<file path="src/sv/aisl_pkg.sv">
package aisl_pkg;

    // Field widths fixed by the item format
    localparam int SAMPLE_W = 16;
    localparam int DIR_W    = 2;
    localparam int GAIN_W   = 10;
    localparam int POWER_W  = 8;
    localparam int ACC_Q8_W = 16;
    localparam int ERR_W    = SAMPLE_W + 2;
    localparam int PROD_W   = GAIN_W + 1 + ERR_W;
    localparam int ACC_W    = PROD_W + 1;
    localparam int CFG_IDX_W  = 1;
    localparam int CFG_DATA_W = GAIN_W;

    // Power accumulator limit, 100.0 percent in Q8
    localparam int POWER_LIMIT_Q8 = 25600;
    localparam int POWER_LIMIT    = 100;
    localparam logic [GAIN_W-1:0] GAIN_RESET = 10'd205;

    // Item operation codes
    localparam logic OP_SAMPLE = 1'b0;
    localparam logic OP_UPDATE = 1'b1;

    // Direction codes
    localparam logic signed [DIR_W-1:0] DIR_NONE    = 2'sb00;
    localparam logic signed [DIR_W-1:0] DIR_FORWARD = 2'sb01;
    localparam logic signed [DIR_W-1:0] DIR_REVERSE = 2'sb11;

    // Configuration register indexes
    localparam logic [CFG_IDX_W-1:0] REG_GAIN  = 1'b0;
    localparam logic [CFG_IDX_W-1:0] REG_MOTOR = 1'b1;

    // Update sequencer states
    typedef enum logic [6:0] {
        ST_IDLE = 7'b0000001,
        ST_DIV  = 7'b0000010,
        ST_ERR  = 7'b0000100,
        ST_MUL  = 7'b0001000,
        ST_ACC  = 7'b0010000,
        ST_OUT0 = 7'b0100000,
        ST_OUT1 = 7'b1000000
    } state_t;

    // Divider handshake toward the sequencer
    typedef struct packed {
        logic start;
    } div_req_t;

    typedef struct packed {
        logic done;
    } div_rsp_t;

endpackage

</file>
<file path="src/sv/aisl_div.sv">
module aisl_div #(
    parameter int DVD_W = 20,
    parameter int DVS_W = 4
) (
    input  logic                     aclk,
    input  logic                     aresetn,
    input  aisl_pkg::div_req_t       req,
    input  logic signed [DVD_W-1:0]  dividend,
    input  logic        [DVS_W-1:0]  divisor,
    output aisl_pkg::div_rsp_t       rsp,
    output logic signed [DVD_W-1:0]  quotient
);

    localparam int STEP_W = $clog2(DVD_W);

    logic               busy_reg, busy_next;
    logic               done_reg, done_next;
    logic [STEP_W-1:0]  step_reg, step_next;
    logic               neg_reg,  neg_next;
    logic [DVD_W-1:0]   q_reg,    q_next;
    logic [DVS_W-1:0]   rem_reg,  rem_next;
    logic [DVS_W-1:0]   dvs_reg,  dvs_next;

    logic [DVS_W:0]     rem_sh;
    logic [DVS_W:0]     diff;

    // One restoring step per cycle on the magnitude, quotient bits shift in at the bottom
    always_comb begin
        busy_next = busy_reg;
        done_next = 1'b0;
        step_next = step_reg;
        neg_next  = neg_reg;
        q_next    = q_reg;
        rem_next  = rem_reg;
        dvs_next  = dvs_reg;
        rem_sh    = {rem_reg, q_reg[DVD_W-1]};
        diff      = rem_sh - {1'b0, dvs_reg};

        if (req.start) begin
            busy_next = 1'b1;
            step_next = '0;
            neg_next  = dividend[DVD_W-1];
            q_next    = dividend[DVD_W-1] ? -dividend : dividend;
            rem_next  = '0;
            dvs_next  = divisor;
        end else if (busy_reg) begin
            if (!diff[DVS_W]) begin
                rem_next = diff[DVS_W-1:0];
                q_next   = {q_reg[DVD_W-2:0], 1'b1};
            end else begin
                rem_next = rem_sh[DVS_W-1:0];
                q_next   = {q_reg[DVD_W-2:0], 1'b0};
            end
            step_next = step_reg + 1'b1;
            if (step_reg == STEP_W'(DVD_W - 1)) begin
                busy_next = 1'b0;
                done_next = 1'b1;
            end
        end
    end

    always_ff @(posedge aclk) begin
        if (!aresetn) begin
            busy_reg <= 1'b0;
            done_reg <= 1'b0;
        end else begin
            busy_reg <= busy_next;
            done_reg <= done_next;
        end
    end

    always_ff @(posedge aclk) begin
        step_reg <= step_next;
        neg_reg  <= neg_next;
        q_reg    <= q_next;
        rem_reg  <= rem_next;
        dvs_reg  <= dvs_next;
    end

    // Restore the sign: truncation toward zero
    assign quotient = neg_reg ? -q_reg : q_reg;
    assign rsp.done = done_reg;

endmodule

</file>
<file path="src/sv/averaged_incremental_speed_loop_core.sv">
// Averaged incremental proportional speed loop.
// Input channel (s_valid/s_ready): op 0 beats carry an encoder speed sample that is
// added to the averaging window (up to MAX_SAMPLES samples) and accepted one per
// cycle while the block is idle, with no result. Op 1 beats carry a target speed and
// direction and run a control update.
// Result channel (m_valid/m_ready): an update yields zero, one or two power
// commands; last_of_run marks the final one. A direction change yields a zero
// command first.
// Update sequence: with a non-empty window a serial divider forms the window average
// (SUM_W = 16 + clog2(MAX_SAMPLES + 1) quotient bits, 20 at the default), then the
// error, product and clamp are registered in turn before the first command shows
// up; with an empty window the divider is skipped. s_ready stays low from the update
// beat until the sequencer is back in idle, that is until its last command is taken
// (or at once after the clamp when the update yields no command).
// Configuration (cfg_wr_en/cfg_index/cfg_wdata): index 0 gain in Q8, index 1
// motor channel; write only while the block is idle.
// Reset (aresetn low, synchronous) clears the window, the power accumulator and
// the stored direction and restores the gain to 205. A stalled receiver holds
// the current command on the m_ ports and the block takes no new beat.
module averaged_incremental_speed_loop_core #(
    parameter int MAX_SAMPLES = 8
) (
    input  logic                                   aclk,
    input  logic                                   aresetn,
    input  logic                                   s_valid,
    output logic                                   s_ready,
    input  logic                                   s_op,
    input  logic signed [aisl_pkg::SAMPLE_W-1:0]   s_speed_sample,
    input  logic signed [aisl_pkg::SAMPLE_W-1:0]   s_target_speed,
    input  logic signed [aisl_pkg::DIR_W-1:0]      s_direction,
    output logic                                   m_valid,
    input  logic                                   m_ready,
    output logic signed [aisl_pkg::POWER_W-1:0]    m_motor_power,
    output logic                                   m_motor_index,
    output logic                                   m_last_of_run,
    input  logic                                   cfg_wr_en,
    input  logic [aisl_pkg::CFG_IDX_W-1:0]         cfg_index,
    input  logic [aisl_pkg::CFG_DATA_W-1:0]        cfg_wdata
);

    localparam int SW    = aisl_pkg::SAMPLE_W;
    localparam int CNT_W = $clog2(MAX_SAMPLES + 1);
    localparam int SUM_W = SW + CNT_W;
    localparam int AQ_W  = aisl_pkg::ACC_Q8_W;
    localparam int EW    = aisl_pkg::ERR_W;
    localparam int PW    = aisl_pkg::PROD_W;
    localparam int AW    = aisl_pkg::ACC_W;
    localparam int OW    = aisl_pkg::POWER_W;

    aisl_pkg::state_t state_reg, state_next;

    // Control state
    logic [aisl_pkg::GAIN_W-1:0]          gain_reg,     gain_next;
    logic                                 motor_reg,    motor_next;
    logic signed [aisl_pkg::DIR_W-1:0]    prev_dir_reg, prev_dir_next;
    logic signed [AQ_W-1:0]               power_reg,    power_next;
    logic signed [SUM_W-1:0]              win_sum_reg,  win_sum_next;
    logic [CNT_W-1:0]                     win_cnt_reg,  win_cnt_next;
    logic signed [SW-1:0]                 latest_reg,   latest_next;

    // Working registers of one update
    logic signed [aisl_pkg::DIR_W-1:0]    dir_reg,      dir_next;
    logic signed [SW-1:0]                 target_reg,   target_next;
    logic                                 chg_reg,      chg_next;
    logic signed [SW-1:0]                 avg_reg,      avg_next;
    logic signed [EW-1:0]                 err_reg,      err_next;
    logic                                 err_nz_reg,   err_nz_next;
    logic signed [PW-1:0]                 prod_reg,     prod_next;
    logic signed [OW-1:0]                 pw_reg,       pw_next;
    logic signed [OW-1:0]                 out_pw_reg,   out_pw_next;
    logic                                 out_last_reg, out_last_next;

    aisl_pkg::div_req_t                   div_req;
    aisl_pkg::div_rsp_t                   div_rsp;
    logic signed [SUM_W-1:0]              div_quot;

    logic signed [aisl_pkg::DIR_W-1:0]    dir_dec;
    logic signed [EW-1:0]                 tgt_ext;
    logic signed [EW-1:0]                 avg_ext;
    logic signed [EW-1:0]                 err_calc;
    logic signed [AW-1:0]                 acc_sum;
    logic signed [AW-1:0]                 lim_pos;
    logic signed [AW-1:0]                 lim_neg;
    logic signed [AQ_W-1:0]               clamped;
    logic signed [AQ_W-1:0]               biased;

    aisl_div #(
        .DVD_W (SUM_W),
        .DVS_W (CNT_W)
    ) u_div (
        .aclk     (aclk),
        .aresetn  (aresetn),
        .req      (div_req),
        .dividend (win_sum_reg),
        .divisor  (win_cnt_reg),
        .rsp      (div_rsp),
        .quotient (div_quot)
    );

    // Decode direction: the -2 pattern saturates to reverse
    always_comb begin
        if (s_direction == aisl_pkg::DIR_FORWARD) begin
            dir_dec = aisl_pkg::DIR_FORWARD;
        end else if (s_direction == aisl_pkg::DIR_NONE) begin
            dir_dec = aisl_pkg::DIR_NONE;
        end else begin
            dir_dec = aisl_pkg::DIR_REVERSE;
        end
    end

    // Error, accumulate, clamp and truncate toward zero
    always_comb begin
        tgt_ext = {{(EW-SW){target_reg[SW-1]}}, target_reg};
        avg_ext = {{(EW-SW){avg_reg[SW-1]}}, avg_reg};
        if (dir_reg == aisl_pkg::DIR_FORWARD) begin
            err_calc = tgt_ext - avg_ext;
        end else if (dir_reg == aisl_pkg::DIR_REVERSE) begin
            err_calc = -tgt_ext - avg_ext;
        end else begin
            err_calc = '0;
        end

        lim_pos = AW'(aisl_pkg::POWER_LIMIT_Q8);
        lim_neg = -lim_pos;
        acc_sum = {{(AW-AQ_W){power_reg[AQ_W-1]}}, power_reg} + {prod_reg[PW-1], prod_reg};
        if (acc_sum > lim_pos) begin
            clamped = lim_pos[AQ_W-1:0];
        end else if (acc_sum < lim_neg) begin
            clamped = lim_neg[AQ_W-1:0];
        end else begin
            clamped = acc_sum[AQ_W-1:0];
        end
        biased = clamped + (clamped[AQ_W-1] ? AQ_W'(255) : AQ_W'(0));
    end

    // Sequencer and state update
    always_comb begin
        state_next    = state_reg;
        gain_next     = gain_reg;
        motor_next    = motor_reg;
        prev_dir_next = prev_dir_reg;
        power_next    = power_reg;
        win_sum_next  = win_sum_reg;
        win_cnt_next  = win_cnt_reg;
        latest_next   = latest_reg;
        dir_next      = dir_reg;
        target_next   = target_reg;
        chg_next      = chg_reg;
        avg_next      = avg_reg;
        err_next      = err_reg;
        err_nz_next   = err_nz_reg;
        prod_next     = prod_reg;
        pw_next       = pw_reg;
        out_pw_next   = out_pw_reg;
        out_last_next = out_last_reg;
        div_req.start = 1'b0;

        // Take register writes
        if (cfg_wr_en) begin
            unique case (cfg_index)
                aisl_pkg::REG_GAIN:  gain_next  = cfg_wdata[aisl_pkg::GAIN_W-1:0];
                aisl_pkg::REG_MOTOR: motor_next = cfg_wdata[0];
                default: ;
            endcase
        end

        unique case (state_reg)
            aisl_pkg::ST_IDLE: begin
                if (s_valid) begin
                    if (s_op == aisl_pkg::OP_SAMPLE) begin
                        // Record sample, fill window while there is room
                        latest_next = s_speed_sample;
                        if (win_cnt_reg < CNT_W'(MAX_SAMPLES)) begin
                            win_sum_next = win_sum_reg +
                                {{(SUM_W-SW){s_speed_sample[SW-1]}}, s_speed_sample};
                            win_cnt_next = win_cnt_reg + 1'b1;
                        end
                    end else begin
                        // Latch update, handle direction change, launch average (latest sample if window empty)
                        dir_next    = dir_dec;
                        target_next = s_target_speed;
                        chg_next    = (dir_dec != prev_dir_reg);
                        if (dir_dec != prev_dir_reg) begin
                            prev_dir_next = dir_dec;
                            power_next    = '0;
                        end
                        if (win_cnt_reg != '0) begin
                            div_req.start = 1'b1;
                            state_next    = aisl_pkg::ST_DIV;
                        end else begin
                            avg_next   = latest_reg;
                            state_next = aisl_pkg::ST_ERR;
                        end
                        win_sum_next = '0;
                        win_cnt_next = '0;
                    end
                end
            end
            aisl_pkg::ST_DIV: begin
                if (div_rsp.done) begin
                    avg_next   = div_quot[SW-1:0];
                    state_next = aisl_pkg::ST_ERR;
                end
            end
            aisl_pkg::ST_ERR: begin
                err_next    = err_calc;
                err_nz_next = (err_calc != '0);
                state_next  = aisl_pkg::ST_MUL;
            end
            aisl_pkg::ST_MUL: begin
                prod_next  = PW'($signed({1'b0, gain_reg})) * PW'(err_reg);
                state_next = aisl_pkg::ST_ACC;
            end
            aisl_pkg::ST_ACC: begin
                pw_next = biased[AQ_W-1:AQ_W-OW];
                if (err_nz_reg) begin
                    power_next = clamped;
                end
                if (chg_reg) begin
                    out_pw_next   = '0;
                    out_last_next = !err_nz_reg;
                    state_next    = aisl_pkg::ST_OUT0;
                end else if (err_nz_reg) begin
                    out_pw_next   = biased[AQ_W-1:AQ_W-OW];
                    out_last_next = 1'b1;
                    state_next    = aisl_pkg::ST_OUT1;
                end else begin
                    state_next = aisl_pkg::ST_IDLE;
                end
            end
            aisl_pkg::ST_OUT0: begin
                if (m_ready) begin
                    if (err_nz_reg) begin
                        out_pw_next   = pw_reg;
                        out_last_next = 1'b1;
                        state_next    = aisl_pkg::ST_OUT1;
                    end else begin
                        state_next = aisl_pkg::ST_IDLE;
                    end
                end
            end
            aisl_pkg::ST_OUT1: begin
                if (m_ready) begin
                    state_next = aisl_pkg::ST_IDLE;
                end
            end
            default: state_next = aisl_pkg::ST_IDLE;
        endcase
    end

    always_ff @(posedge aclk) begin
        if (!aresetn) begin
            state_reg    <= aisl_pkg::ST_IDLE;
            gain_reg     <= aisl_pkg::GAIN_RESET;
            motor_reg    <= 1'b0;
            prev_dir_reg <= aisl_pkg::DIR_NONE;
            power_reg    <= '0;
            win_sum_reg  <= '0;
            win_cnt_reg  <= '0;
            latest_reg   <= '0;
        end else begin
            state_reg    <= state_next;
            gain_reg     <= gain_next;
            motor_reg    <= motor_next;
            prev_dir_reg <= prev_dir_next;
            power_reg    <= power_next;
            win_sum_reg  <= win_sum_next;
            win_cnt_reg  <= win_cnt_next;
            latest_reg   <= latest_next;
        end
    end

    always_ff @(posedge aclk) begin
        dir_reg      <= dir_next;
        target_reg   <= target_next;
        chg_reg      <= chg_next;
        avg_reg      <= avg_next;
        err_reg      <= err_next;
        err_nz_reg   <= err_nz_next;
        prod_reg     <= prod_next;
        pw_reg       <= pw_next;
        out_pw_reg   <= out_pw_next;
        out_last_reg <= out_last_next;
    end

    assign s_ready       = (state_reg == aisl_pkg::ST_IDLE);
    assign m_valid       = (state_reg == aisl_pkg::ST_OUT0) || (state_reg == aisl_pkg::ST_OUT1);
    assign m_motor_power = out_pw_reg;
    assign m_motor_index = motor_reg;
    assign m_last_of_run = out_last_reg;

`ifndef ASSERT_OFF
    a_busy_while_result: assert property (@(posedge aclk) disable iff (!aresetn)
        m_valid |-> !s_ready)
        else $error("input taken while a command is pending");

    a_update_blocks: assert property (@(posedge aclk) disable iff (!aresetn)
        (s_valid && s_ready && (s_op == aisl_pkg::OP_UPDATE)) |=> !s_ready)
        else $error("update beat did not start the sequencer");

    a_window_bound: assert property (@(posedge aclk) disable iff (!aresetn)
        win_cnt_reg <= CNT_W'(MAX_SAMPLES))
        else $error("window count beyond its size");

    a_acc_bound: assert property (@(posedge aclk) disable iff (!aresetn)
        (power_reg <= AQ_W'(aisl_pkg::POWER_LIMIT_Q8)) &&
        (power_reg >= -AQ_W'(aisl_pkg::POWER_LIMIT_Q8)))
        else $error("power accumulator outside the clamp");

    a_power_bound: assert property (@(posedge aclk) disable iff (!aresetn)
        m_valid |-> ((m_motor_power <= OW'(aisl_pkg::POWER_LIMIT)) &&
                     (m_motor_power >= -OW'(aisl_pkg::POWER_LIMIT))))
        else $error("power command outside the percent range");
`endif

endmodule
</file>
<file path="config.mk">
export PLATFORM = sky130hd
export DESIGN_NAME = averaged_incremental_speed_loop_core
export DESIGN_NICKNAME = d
export VERILOG_FILES = /design/src/sv/aisl_pkg.sv /design/src/sv/aisl_div.sv /design/src/sv/averaged_incremental_speed_loop_core.sv
export SDC_FILE = /design/constraint.sdc
export NUM_CORES = 1
export LEC_CHECK = 0
export BUFFER_PORTS_ARGS = -buffer_cell sky130_fd_sc_hd__buf_2
export CORE_UTILIZATION = 35
export DETAILED_ROUTE_END_ITERATION = 8
export GPL_TIMING_DRIVEN = 0
export PLACE_DENSITY = 0.5
export SYNTH_ARGS = -nofsm -noshare
export SYNTH_HDL_FRONTEND = slang
export SYNTH_SLANG_ARGS = --single-unit
</file>
<file path="constraint.sdc">
create_clock -name aclk -period 5.9 [get_ports aclk]
set_input_delay 1.18 -clock aclk [delete_from_list [all_inputs] [get_ports aclk]]
set_output_delay 1.18 -clock aclk [all_outputs]
set_load 0.03 [all_outputs]
</file>
After elaboration in Yosys (flattened, before gate mapping) --
Index checks and enable logic that the tools add are counted.
Operators by class: $add $sub $neg 11, multipliers 1, magnitude comparators 3, equality and inequality tests 22, mux-type cells 53, bitwise gates (word level) 4, reductions and logical operators 22
Operators by type and width (count):
- 16-bit 2-to-1 mux | 11
- 20-bit 2-to-1 mux | 5
- 16-bit case mux with 2 select lines | 2
- 7-bit 2-to-1 mux | 7
- 7-bit case mux with 7 select lines | 1
- 8-bit 2-to-1 mux | 5
- 18-bit 2-to-1 mux | 2
- 16-bit by 29-bit adder with 30-bit output | 1
- 30-bit by 16-bit > comparator with 1-bit output (second input constant) | 1
- 30-bit by 16-bit < comparator with 1-bit output (second input constant) | 1
- 11-bit by 18-bit multiplier with 29-bit output | 1
- 20-bit adder | 1
- 20-bit negation | 1
- 16-bit negation with 18-bit output | 1
- 18-bit nonzero test | 1
- 18-bit by 16-bit subtractor with 18-bit output | 1
- 16-bit by 16-bit subtractor with 17-bit output | 1
- 16-bit by 9-bit adder with 16-bit output | 1
- 16-bit negation | 1
- 8-bit case mux with 2 select lines | 1
- 5-bit AND reduction | 3
- 1-bit 2-to-1 mux | 12
- 4-bit 2-to-1 mux | 3
- 2-bit inequality test (second input constant) | 6
- other kinds (30) | 46
Storage, ports and cells: register bits after elaboration 212, input port bits 51, output and inout bits 12, word-level logic and storage cells 141

Depth between registers and ports, before layout --
depth after elaboration 9, mapped depth 26, depth with buffers taken out 25

Hierarchy --
A second synthesis with hierarchy kept.
Unflattened totals: cells, all modules 2241, area total of the unflattened synthesis 20607.3 um^2
By module, submodules not included:
- averaged_incremental_speed_loop_core | instances 1, cells each 1964, area an instance 18087.3 um^2, sequential area each 4524.3 um^2
- aisl_div | instances 1, cells each 277, area an instance 2519.9 um^2, sequential area each 970.9 um^2

Worst setup path before layout --
OpenSTA, ideal clock, no wires.
kind flip-flop to flip-flop, from reg gain_reg[4] in the netlist's numbering, to reg prod_reg[26] (data pin), arrival 6.039 ns, slack -0.397 ns, stages on the path, launching flop included 24, clock period less this slack 6.297 ns, cells stage by stage dfxtp_1 > clkbuf_1 > clkbuf_1 > nand2_1 > fa_1 > fa_1 > inv_1 > fa_1 > inv_1 > fa_1 > inv_1 > fa_1 > ha_1 > nand3_1 > nand2_1 > a41o_1 > o41a_1 > a41oi_1 > a21oi_1 > a41o_1 > or4_1 > a31o_2 > a21oi_1 > xnor2_1
On the way: cells in the longest elaborated chain, start to end 1
RTL lines:
- start, declared | RTL line averaged_incremental_speed_loop_core.sv:53 | logic [aisl_pkg::GAIN_W-1:0] gain_reg, gain_next;
- start signal, assigned | RTL line averaged_incremental_speed_loop_core.sv:254 | gain_reg <= aisl_pkg::GAIN_RESET;
- start signal, assigned | RTL line averaged_incremental_speed_loop_core.sv:263 | gain_reg <= gain_next;
- 11-bit by 18-bit multiplier with 29-bit output | RTL line averaged_incremental_speed_loop_core.sv:211 | prod_next = PW'($signed({1'b0, gain_reg})) * PW'(err_reg);
- end signal, assigned | RTL line averaged_incremental_speed_loop_core.sv:280 | prod_reg <= prod_next;
- end, declared | RTL line averaged_incremental_speed_loop_core.sv:68 | logic signed [PW-1:0] prod_reg, prod_next;
Every way passes these cells. A chain may end at the register's enable or synchronous reset.

Worst setup path in the final report --
from reg err_reg[4], to reg prod_reg[26] (data pin)
On the way: cells in the longest elaborated chain, start to end 1
RTL lines:
- start, declared | RTL line averaged_incremental_speed_loop_core.sv:66 | logic signed [EW-1:0] err_reg, err_next;
- start signal, assigned | RTL line averaged_incremental_speed_loop_core.sv:278 | err_reg <= err_next;
- 11-bit by 18-bit multiplier with 29-bit output | RTL line averaged_incremental_speed_loop_core.sv:211
Every way passes these cells.

==> impl_metrics.yaml <==
hold_path:
  whs_path_depth: 2
  whs_endpoint: "latest_reg[2]"
  holdCritStartpoint: "latest_reg[2]"
  hold_path.class: "reg2reg"
grt:
  grt_antenna_before_repair: 3
  grt_start_max_net_pins: 30
  grt_pass1_vias: 15900
  grt_usage_pct: 18.7
  grt_first_pass_wirelength_um: 85300
  global_route_overflow: 0
critical_path:
  regToRegSetupSlack_ns: -0.30
  cp_top_family: "adder cells"
  critPathCaptureType: "flip-flop"
  critical_path_required_ns: 6.16
  critical_path.reg2reg.startpoint: "err_reg[4]"
  crit_path_max_fanout: 6
  r2r-end: "prod_reg[26]"
  timing.reg2reg.worst_path_depth: 23
  start_kind: "flip-flop"
  critical_path_s_largest_stage_delay_ns: 0.55
  crit_slowest_cell: "sky130_fd_sc_hd__fa_1"
  timing.critical_path.mode_cell: "sky130_fd_sc_hd__fa_1"
  worstPathArrival_ns: 6.46
  cp.buffers_inverters: 5
  critical_path_class: "reg2reg"
  crit_path_cell_trace: "buf_8 > buf_6 > nand2_4 > fa_1 > fa_1 > inv_1 > fa_1 > inv_1 > fa_1 > inv_2 > fa_1 > ha_4 > nand3_2 > nand2_2 > a41o_1 > o41a_1 > a41oi_2 > a21oi_2 > a41o_1 > or4_4 > a31o_4 > a21oi_4 > xnor2_4"
power:
  static-leakage-power_nw: 10.0
  ratio_of_total_power_to_cell_area_mw_per_mm2: 540
  total_power_mw: 12.6
  worst_supply_voltage_drop_on_vdd_mv: 0.572
synth:
  synth.ff_latch_count: 212
  synth_top_area_share_pct: 18.9
  synth-edff-count: 125
  synth.top_cells.by_area: "sky130_fd_sc_hd__edfxtp_1, sky130_fd_sc_hd__fa_1, sky130_fd_sc_hd__ha_1, sky130_fd_sc_hd__dfxtp_1, sky130_fd_sc_hd__inv_1"
  yosys_warnings: 0
  synth_cell_type_count: 82
  synth_area_per_cell_um2: 9.24
  syn_nets: 2538
  seq_area_frac_synth_pct: 27.7
  asyncSetResetFlopFracSynth_pct: 0
  synth.largest_area_cell: "sky130_fd_sc_hd__edfxtp_1"
  syn_inst: 2148
  ys_dominant_reg_cell: "sky130_fd_sc_hd__edfxtp_1"
  synth.cell_area_mm2: 0.0198
timing:
  maxSlewHeadroom_pct: 31.2
  layout_worst_path_cycle_share_pct: 105
  worst-slew-pin-transition_ns: 1.03
  worst_hold_slack_ns: 0.469
  worst_clock_skew_ns: 0.0127
  crit_path_time_final_ns: 6.20
  achievable-frequency_mhz: 161
  postLayoutSetupSlackWorst_ns: -0.299
  maxSlewViolCount: 0
  setup_total_negative_slack_ns: -0.601
  report.final.setup_viol: 4
  final_hold_viol_count: 0
  rsz_0062_raised_after_global_routing: "yes"
final_layout:
  fillCellCount: 5572
  layout.nets: 2677
  final_core_util_pct: 41.8
  post_route_cells_drive_above_1_share_pct: 13.4
  instances_no_fill: 3056
  area_growth_pct: 17.1
  most-common-layout-cells: "sky130_fd_sc_hd__inv_1, sky130_fd_sc_hd__nand2_1, sky130_fd_sc_hd__fa_1, sky130_fd_sc_hd__ha_1, sky130_fd_sc_hd__edfxtp_1"
  flip_flop_count_of_the_largest_register_all_copies_and_words_added: 29
  post-route-cell-area_mm2: 0.0232
  layout.cells.most_common: "sky130_fd_sc_hd__inv_1"
place:
  detailed_place_hpwl_um: 40500
  detailed_place.area_mm2: 0.0212
  post-place-cells: 2957
  final_gp_congestion: 0.863
  io_buffers: 60
  placement.setup.worst_slack_ns: -0.947
die:
  floorplan.die.height_um: 240
  die_width_um: 240
  floorplan.initialDensity_pct: 35.7
  ios: 63
  core_mm2: 0.0555
  fp.dieArea_mm2: 0.0577
  placementRows: 86
flow_run:
  cap_viol_max_count: 0
status:
  status: "complete, but fails checks"
  failed_checks: "setup timing"
clock_network:
  cts_hold_buffers: 0
  cts-buffers-inserted: 27
  max-clock-path-buffers: 3
  clk_root_buffer_cell: "sky130_fd_sc_hd__clkbuf_16"
  tritoncts: "built"
  clkSinkCount: 212
  clk_latency_ns: 0.54
  clk_pin_slew_worst_paths_ns: 0.06
  cts_htree_levels: 1
detailed_routing:
  route.detailed.wl_per_inst_um: 17.0
  detail_route.vias_per_cell: 5.05
  drt_iter0_drc: 856
  detailroute.via_count: 15400
  antenna_left: 0
  detailed_routing_iteration_count_for_the_pre_antenna_repair_pass: 5
  detail_route.drc_violations: 0
  finalWirelength_um: 52000
-- worst max path at each step --
stage	cells past startpoint	end	startpoint	slack, ns
floorplan	23	prod_reg[26]	gain_reg[2]	0.007
global placement	22	prod_reg[27]	err_reg[5]	-0.96
detailed placement	22	prod_reg[27]	err_reg[3]	-0.95
CTS	23	prod_reg[26]	err_reg[4]	-0.39
global route	23	prod_reg[26]	err_reg[4]	-0.49
finish	23	prod_reg[26]	err_reg[4]	-0.30
-- logic make-up after synthesis --
| family | synth area share, % |
|---|---|
| xor gates and xnor gates | 6.09 |
| adders and majority gates | 27.7 |
| muxes | 0.504 |
| and+or+nand+nor | 17.6 |
| DFF | 27.7 |
| buffers and inverters | 6.47 |
| AOI/OAI and AO/OA | 14.0 |
-- worst reg2reg max path, cell delays in order (launching register included) --
cell	delay [ns]
sky130_fd_sc_hd__edfxtp_1	0.41
sky130_fd_sc_hd__buf_8	0.16
sky130_fd_sc_hd__buf_6	0.13
sky130_fd_sc_hd__nand2_4	0.06
sky130_fd_sc_hd__fa_1	0.44
sky130_fd_sc_hd__fa_1	0.49
sky130_fd_sc_hd__inv_1	0.05
sky130_fd_sc_hd__fa_1	0.48
sky130_fd_sc_hd__inv_1	0.05
sky130_fd_sc_hd__fa_1	0.49
sky130_fd_sc_hd__inv_2	0.04
sky130_fd_sc_hd__fa_1	0.55
sky130_fd_sc_hd__ha_4	0.23
sky130_fd_sc_hd__nand3_2	0.07
sky130_fd_sc_hd__nand2_2	0.05
sky130_fd_sc_hd__a41o_1	0.23
sky130_fd_sc_hd__o41a_1	0.36
sky130_fd_sc_hd__a41oi_2	0.28
sky130_fd_sc_hd__a21oi_2	0.12
sky130_fd_sc_hd__a41o_1	0.23
sky130_fd_sc_hd__or4_4	0.46
sky130_fd_sc_hd__a31o_4	0.25
sky130_fd_sc_hd__a21oi_4	0.19
sky130_fd_sc_hd__xnor2_4	0.10
-- cells in the mapped netlist (4+ instances only) --
master / number
sky130_fd_sc_hd__nor4_1: 11
sky130_fd_sc_hd__or3_1: 11
sky130_fd_sc_hd__or2_2: 8
sky130_fd_sc_hd__a211oi_1: 17
sky130_fd_sc_hd__mux2i_1: 10
sky130_fd_sc_hd__o211ai_1: 4
sky130_fd_sc_hd__ha_1: 173
sky130_fd_sc_hd__o21ai_0: 96
sky130_fd_sc_hd__o41ai_1: 5
sky130_fd_sc_hd__nand3b_1: 5
sky130_fd_sc_hd__a31oi_1: 9
sky130_fd_sc_hd__a22oi_1: 26
sky130_fd_sc_hd__o31ai_1: 14
sky130_fd_sc_hd__nor2_1: 85
sky130_fd_sc_hd__xor2_1: 59
sky130_fd_sc_hd__and3_1: 5
sky130_fd_sc_hd__and2_1: 116
sky130_fd_sc_hd__o21ai_1: 4
sky130_fd_sc_hd__a21oi_1: 94
sky130_fd_sc_hd__dfxtp_1: 87
sky130_fd_sc_hd__inv_1: 262
sky130_fd_sc_hd__nor2b_1: 42
sky130_fd_sc_hd__o21a_1: 11
sky130_fd_sc_hd__nand2b_1: 29
sky130_fd_sc_hd__a21boi_0: 31
sky130_fd_sc_hd__a22o_1: 7
sky130_fd_sc_hd__o21bai_1: 16
sky130_fd_sc_hd__nand2_1: 257
sky130_fd_sc_hd__o22ai_1: 5
sky130_fd_sc_hd__o31a_1: 5
sky130_fd_sc_hd__a21o_1: 26
sky130_fd_sc_hd__nand4_1: 8
sky130_fd_sc_hd__o211a_1: 14
sky130_fd_sc_hd__edfxtp_1: 125
sky130_fd_sc_hd__xnor2_1: 79
sky130_fd_sc_hd__clkbuf_1: 74
sky130_fd_sc_hd__nand3_1: 44
sky130_fd_sc_hd__fa_1: 166
sky130_fd_sc_hd__or4_1: 10
sky130_fd_sc_hd__nor3_1: 35
-- power by group --
part / leakage [nW] / total (mW) / internal [mW] / switching (mW)
Combinational: 7.72 / 8.58 / 3.87 / 4.72
Sequential: 1.86 / 2.32 / 2.14 / 0.183
Clock: 0.426 / 1.65 / 0.996 / 0.658
Total: 10.0 / 12.6 / 7.00 / 5.56
-- cell type report --
| class | count | area, um^2 | share of cell area [%] |
|---|---|---|---|
| Timing Repair Buffer | 127 | 880 | 3.79 |
| Antenna cell | 1 | 2.50 | 0.0108 |
| Tap cell | 748 | 936 | 4.03 |
| Sequential cell | 212 | 5520 | 23.7 |
| Buffer | 60 | 370 | 1.59 |
| Clock buffer | 37 | 733 | 3.16 |
| Clock inverter | 12 | 139 | 0.598 |
| Multi-Input combinational cell | 1597 | 13700 | 58.9 |
| Inverter | 262 | 983 | 4.23 |
-- routing by layer --
layer  global-route usage (%)  share of wire (%)
met4                     3.71                1.7
met2                     31.8                 47
met3                     1.76                3.2
met5                        0                  0
met1                     25.8                 48
-- what timing repair did --
item | in CTS | in global routing
resized for setup | 124 | 44
hold endpoints to repair | 0 | 0
cloned | 0 | 0
setup endpoints to repair | 24 | 22
pin swaps | 81 | 46
setup buffers | 57 | 11
(Power assumes the default switching activity.)
